[src/hdl/tasp_pkg.sv]
// Package for the two-axis Smith predictor: widths, register indexes, states.
// No dependencies.
`default_nettype none
package tasp_pkg;
   localparam int HistDepth = 1024;
   localparam int HistAw    = $clog2(HistDepth);
   localparam int FillW     = $clog2(HistDepth + 1);
   localparam int CsrIdxW   = 2;
   localparam int CsrDataW  = 22;
   localparam logic [9:0] MinT    = 10'd1000;
   localparam logic [9:0] MinStep = 10'd1000;

   typedef enum logic [CsrIdxW-1:0] {
      REG_ENABLE = 2'd0, REG_GAIN = 2'd1, REG_TCONST = 2'd2, REG_DELAY = 2'd3
   } csr_idx_type;

   typedef enum logic [3:0] {
      ST_IDLE, ST_DSETUP, ST_DDIV, ST_HREAD, ST_HWAIT, ST_MSETUP, ST_MMUL,
      ST_MLOAD, ST_MDIV, ST_MNEXT, ST_OUT
   } state_type;

   typedef struct packed {
      logic start;
      logic busy;
   } div_ctl_type;
endpackage
`default_nettype wire

[src/hdl/tasp_div.sv]
// Restoring radix-2 unsigned divider, one quotient bit a cycle, 64/40 bits.
// Uses tasp_pkg.
`default_nettype none
module tasp_div import tasp_pkg::*; (
   input  wire logic        clock,
   input  wire logic        reset,
   input  wire logic        start,
   input  wire logic [63:0] dividend,
   input  wire logic [39:0] divisor,
   output logic [63:0]      quotient,
   output div_ctl_type      ctl
);
   logic [63:0] quo_ff, quo_in;
   logic [40:0] rem_ff, rem_in;
   logic [39:0] dvs_ff, dvs_in;
   logic [6:0]  cnt_ff, cnt_in;
   logic [41:0] trial;

   always_comb begin
      quo_in = quo_ff; rem_in = rem_ff; dvs_in = dvs_ff; cnt_in = cnt_ff;
      trial  = {rem_ff, quo_ff[63]} - {2'b0, dvs_ff};
      if (start) begin
         quo_in = dividend; rem_in = '0; dvs_in = divisor; cnt_in = 7'd64;
      end else if (cnt_ff != 7'd0) begin
         cnt_in = cnt_ff - 7'd1;
         if (!trial[41]) begin
            rem_in = trial[40:0];
            quo_in = {quo_ff[62:0], 1'b1};
         end else begin
            rem_in = {rem_ff[39:0], quo_ff[63]};
            quo_in = {quo_ff[62:0], 1'b0};
         end
      end
   end

   always_ff @(posedge clock) begin
      if (reset) cnt_ff <= '0;
      else cnt_ff <= cnt_in;
      quo_ff <= quo_in; rem_ff <= rem_in; dvs_ff <= dvs_in;
   end

   assign quotient  = quo_ff;
   assign ctl.start = start;
   assign ctl.busy  = (cnt_ff != 7'd0);
endmodule
`default_nettype wire

[config.mk]
export PLATFORM = sky130hd
export DESIGN_NAME = tasp_div
export DESIGN_NICKNAME = d
export VERILOG_FILES = /design/src/hdl/tasp_pkg.sv /design/src/hdl/tasp_div.sv
export SDC_FILE = /design/constraint.sdc
export NUM_CORES = 1
export LEC_CHECK = 0
export BUFFER_PORTS_ARGS = -buffer_cell sky130_fd_sc_hd__buf_2
export CAP_MARGIN = 25
export CORE_MARGIN = 2
export CORE_UTILIZATION = 25
export CTS_CLUSTER_DIAMETER = 30
export CTS_CLUSTER_SIZE = 12
export DETAILED_ROUTE_END_ITERATION = 10
export PLACE_DENSITY = 0.43
export SLEW_MARGIN = 20
export SYNTH_ARGS = -nofsm -noshare
export SYNTH_HDL_FRONTEND = slang
export SYNTH_SLANG_ARGS = --single-unit
[constraint.sdc]
create_clock -name clock -period 5.55 [get_ports clock]
set_input_delay 0.2775 -clock clock [delete_from_list [all_inputs] [get_ports clock]]
set_output_delay 0.2775 -clock clock [all_outputs]
set_load 0.02 [all_outputs]
==> flow_results.xml <==
<?xml version="1.0" encoding="UTF-8"?>
<metrics>
  <group name="worst_hold_path">
    <metric name="hold_path_end" unit="">dvs_ff[15]</metric>
    <metric name="number_of_cells_traversed_by_the_worst_hold_path" unit="">1</metric>
    <metric name="min_path_type" unit="">primary input to flip-flop</metric>
    <metric name="hp_start" unit="">divisor[15]</metric>
  </group>
  <group name="sta">
    <metric name="finalHoldViolations" unit="">0</metric>
    <metric name="maxSlewViolCount" unit="">0</metric>
    <metric name="setup-violations-final" unit="">0</metric>
    <metric name="rsz0062_at_grt" unit="">no</metric>
    <metric name="tightestPinTransition" unit="ns">0.7601</metric>
    <metric name="fmaxAchievable" unit="GHz">0.2713</metric>
    <metric name="slew-limit-headroom" unit="">0.4933</metric>
    <metric name="finalClockSkew" unit="ns">0.01484</metric>
    <metric name="setup_tns" unit="ns">0</metric>
    <metric name="period_needed" unit="ns">3.686</metric>
    <metric name="finalCritPeriodShare" unit="">0.6641</metric>
  </group>
  <group name="floorplanning">
    <metric name="design.core.area" unit="um^2">32700</metric>
    <metric name="dieHeight" unit="um">186.5</metric>
    <metric name="io-pin-count" unit="">173</metric>
    <metric name="initial_utilization" unit="">0.2546</metric>
    <metric name="chipWidth" unit="um">186.5</metric>
    <metric name="fp.dieArea" unit="um^2">34780</metric>
    <metric name="num_rows" unit="">66</metric>
  </group>
  <group name="synth">
    <metric name="dominantRegCellSynth" unit="">edfxtp_1</metric>
    <metric name="synth_top_cells_by_count" unit="">104 x edfxtp_1, 88 x nand2_1, 78 x nor2_1</metric>
    <metric name="syn_avg_cell_area" unit="um^2">10.42</metric>
    <metric name="synthesis.instances" unit="">799</metric>
    <metric name="ys_seq_elements" unit="">152</metric>
    <metric name="async_flop_share" unit="">0</metric>
    <metric name="synth-seq-area-share" unit="">0.4905</metric>
    <metric name="synthesis.area" unit="um^2">8327</metric>
    <metric name="postSynthNetCount" unit="">948</metric>
    <metric name="synth-edff-count" unit="">104</metric>
    <metric name="yosys.area.top_type_share" unit="">0.3751</metric>
    <metric name="yosysUniqueCellTypes" unit="">61</metric>
    <metric name="synth_warnings" unit="">0</metric>
    <metric name="yosysMostFrequentCell" unit="">edfxtp_1</metric>
    <metric name="synthDominantAreaCellType" unit="">edfxtp_1</metric>
    <metric name="synthTopCellsByArea" unit="">edfxtp_1 38%, dfxtp_1 12%, mux2_2 8.5%</metric>
  </group>
  <group name="worst_setup_path">
    <metric name="critPathMaxFanout" unit="">33</metric>
    <metric name="critPathBufInv" unit="">2</metric>
    <metric name="critical-path-top-delay-family" unit="">simple AND/OR/NAND/NOR gates</metric>
    <metric name="crit_path_max_incr_delay" unit="ns">0.53</metric>
    <metric name="worst-setup-path-type" unit="">flip-flop to flip-flop</metric>
    <metric name="arrival_time_at_the_worst_endpoint" unit="ns">4.03</metric>
    <metric name="r2r_end" unit="">rem_ff[40]</metric>
    <metric name="worst-r2r-cell-count" unit="">10</metric>
    <metric name="r2r_path_start" unit="">dvs_ff[16]</metric>
    <metric name="cpMaxStageDelayCell" unit="">o41ai_4</metric>
    <metric name="cp.required" unit="ns">5.89</metric>
    <metric name="worst_setup_path_start_kind" unit="">flip-flop</metric>
    <metric name="rrSetupSlack" unit="ns">1.86</metric>
    <metric name="worst_setup_path_end_kind" unit="">flip-flop</metric>
    <metric name="path_cells" unit="">inv_1 -&gt; ha_1 -&gt; nand4_1 -&gt; or4_4 -&gt; o41ai_4 -&gt; a31oi_2 -&gt; xor2_4 -&gt; buf_4 -&gt; or4_1 -&gt; a311oi_1</metric>
  </group>
  <group name="clock_network">
    <metric name="clock_root_buffer_master" unit="">clkbuf_16</metric>
    <metric name="path_clk_slew" unit="ns">0.07</metric>
    <metric name="tritoncts" unit="">done</metric>
    <metric name="tritoncts_buffers" unit="">17</metric>
    <metric name="clock_sink_count" unit="">152</metric>
    <metric name="post_cts_buffers" unit="">0</metric>
    <metric name="count_of_h_tree_levels_built_during_cts" unit="">4</metric>
    <metric name="clock_latency" unit="ns">0.44</metric>
    <metric name="ctsLongestPathBuffers" unit="">2</metric>
  </group>
  <group name="place">
    <metric name="buffer_ports.inserted" unit="">172</metric>
    <metric name="place_hpwl" unit="um">16150</metric>
    <metric name="globalplace.congestion" unit="">0.8212</metric>
    <metric name="place.detailed.instances" unit="">1382</metric>
  </group>
  <group name="drt">
    <metric name="detailedRoute.firstIterationViolations" unit="">297</metric>
    <metric name="detail-route-antenna-nets" unit="">0</metric>
    <metric name="drt-pass1-iter-count" unit="">4</metric>
    <metric name="drc_errors" unit="">0</metric>
    <metric name="detail_route.wl_per_cell" unit="um">15.78</metric>
    <metric name="drt-vias-per-instance" unit="">4.485</metric>
    <metric name="drt_wl_total" unit="um">22800</metric>
    <metric name="route.vias.total" unit="">6481</metric>
  </group>
  <group name="power">
    <metric name="power_leakage" unit="nW">4.421</metric>
    <metric name="power.ir.vdd_worst" unit="uV">227.1</metric>
    <metric name="power_per_cell_area" unit="nW/um^2">513.2</metric>
  </group>
  <group name="finish">
    <metric name="finalNonFillerCells" unit="">1445</metric>
    <metric name="layout-area-overhead-vs-synth" unit="%">26.81</metric>
    <metric name="final.fill_count" unit="">3456</metric>
    <metric name="final_cell_utilization_of_the_core" unit="">0.3229</metric>
    <metric name="multi_input_area" unit="um^2">3911</metric>
    <metric name="num-nets-final" unit="">1138</metric>
    <metric name="drive_above_1_share" unit="">0.2894</metric>
    <metric name="regArea" unit="um^2">4084</metric>
  </group>
  <group name="status">
    <metric name="status" unit="">finished, final reports clean</metric>
  </group>
  <group name="global_routing">
    <metric name="global_route.usage.total" unit="">0.1329</metric>
    <metric name="wire_length_of_the_first_global_routing_pass" unit="um">36630</metric>
    <metric name="pin_count_of_the_biggest_net_entering_global_routing" unit="">68</metric>
    <metric name="grt_pass1_vias" unit="">6655</metric>
    <metric name="grt_antenna_before_repair" unit="">1</metric>
    <metric name="globalRouteOverflowTotal" unit="">0</metric>
  </group>
  <group name="job">
    <metric name="cap_viol_max_count" unit="">0</metric>
  </group>
</metrics>
how the worst max path moves through the flow:
| stage | startpoint | end | slack [ns] | cells past startpoint |
|---|---|---|---|---|
| after floorplan | cnt_ff[0] | quotient[0] | 2.57 | 9 |
| after global placement | dvs_ff[16] | rem_ff[40] | 1.95 | 10 |
| after detailed placement | dvs_ff[1] | rem_ff[40] | 1.88 | 12 |
| after CTS | dvs_ff[1] | rem_ff[40] | 1.83 | 12 |
| after global routing | dvs_ff[6] | rem_ff[40] | 1.65 | 12 |
| final | dvs_ff[16] | rem_ff[40] | 1.86 | 10 |
cell families (layout without fill, tap and decap cells):
kind of cell,after synthesis,after routing,share of synthesized area
XOR/XNOR,40,40,0.04207
AO/OA/AOI/OAI,184,184,0.1533
buffers and inverters,90,293,0.04297
AND/OR/NAND/NOR,226,226,0.1196
other,0,1,0
adder cells (fa/ha/maj),42,42,0.06401
multiplexers,65,65,0.08760
flip-flops,152,152,0.4905
stage by stage:
| step | hold slack [ns] | setup slack (ns) | total power [W] | instance area (um^2) |
|---|---|---|---|---|
| 3_3_place_gp | 0.4547 | 1.952 | 0.004272 | 9667 |
| 6_report | 0.02698 | 1.864 | 0.005419 | 10560 |
| 4_1_cts | 0.001080 | 1.833 | 0.005510 | 10560 |
| 3_5_place_dp | 0.4556 | 1.881 | 0.004255 | 9667 |
| 2_1_floorplan | 0.3499 | 2.569 | 0.003531 | 8327 |
| 5_1_grt | 0.0002110 | 1.646 | 0.005836 | 10560 |
state kept, by name, summed over array words and instances (netlist names):
name      cells
cnt_ff        7
dvs_ff       40
quotient     64
rem_ff       41
per-layer routing:
layer	GRT usage	vias up	part of all wire	wire [um]
met3	0.02765	19	0.029	671
li1	-	3289	-	-
met4	0.04853	0	0.017	395
met5	0	-	0	0
met2	0.2171	109	0.47	10820
met1	0.1738	3064	0.48	10920
report_power, final:
part           switching, W  total (W)  internal, W  leakage, nW
sequential         0.000177    0.00177      0.00159         1.45
clock              0.000518    0.00120     0.000682        0.286
combinational       0.00155    0.00245     0.000900         2.69
layout by cell type, fill, tap and decap left out, types with 3 or more instances in the layout:
cell type      count
o211ai_1           4
clkinv_4           5
nand2b_1           5
dfxtp_1           48
a21oi_1           52
inv_2              3
o22ai_1            3
a211oi_1          11
o31ai_1            4
nand3b_1           3
xor2_1            12
buf_4              8
a2bb2oi_1          3
and2_1             5
o21a_1             5
buf_2            171
a31oi_1            9
nor2_1            78
nor2b_1            3
clkbuf_16         17
or3_1              4
inv_6              3
inv_1             48
o41ai_1            3
nor3_1             8
dlygate4sd3_1     30
xnor2_1           26
nand3_1            9
o21ai_0           27
nor3b_1            3
mux2_2            63
nand4_1           11
edfxtp_1         104
nand2_1           88
a311oi_1          25
a21o_1            15
ha_1              41
area by class of cell:
class	count	area share
Sequential cell	152	0.3868
Multi-Input combinational cell	557	0.3704
Timing Repair Buffer	210	0.1162
Tap cell	442	0.05238
Clock buffer	20	0.04230
Inverter	51	0.01813
Clock inverter	12	0.01351
Antenna cell	1	0.0002370
timing repair:
| item | CTS | global route |
|---|---|---|
| resized for setup | 0 | 0 |
| hold buffers | 30 | 0 |
| endpoints found under the hold margin | 30 | 0 |
(Power assumes the default switching activity.)
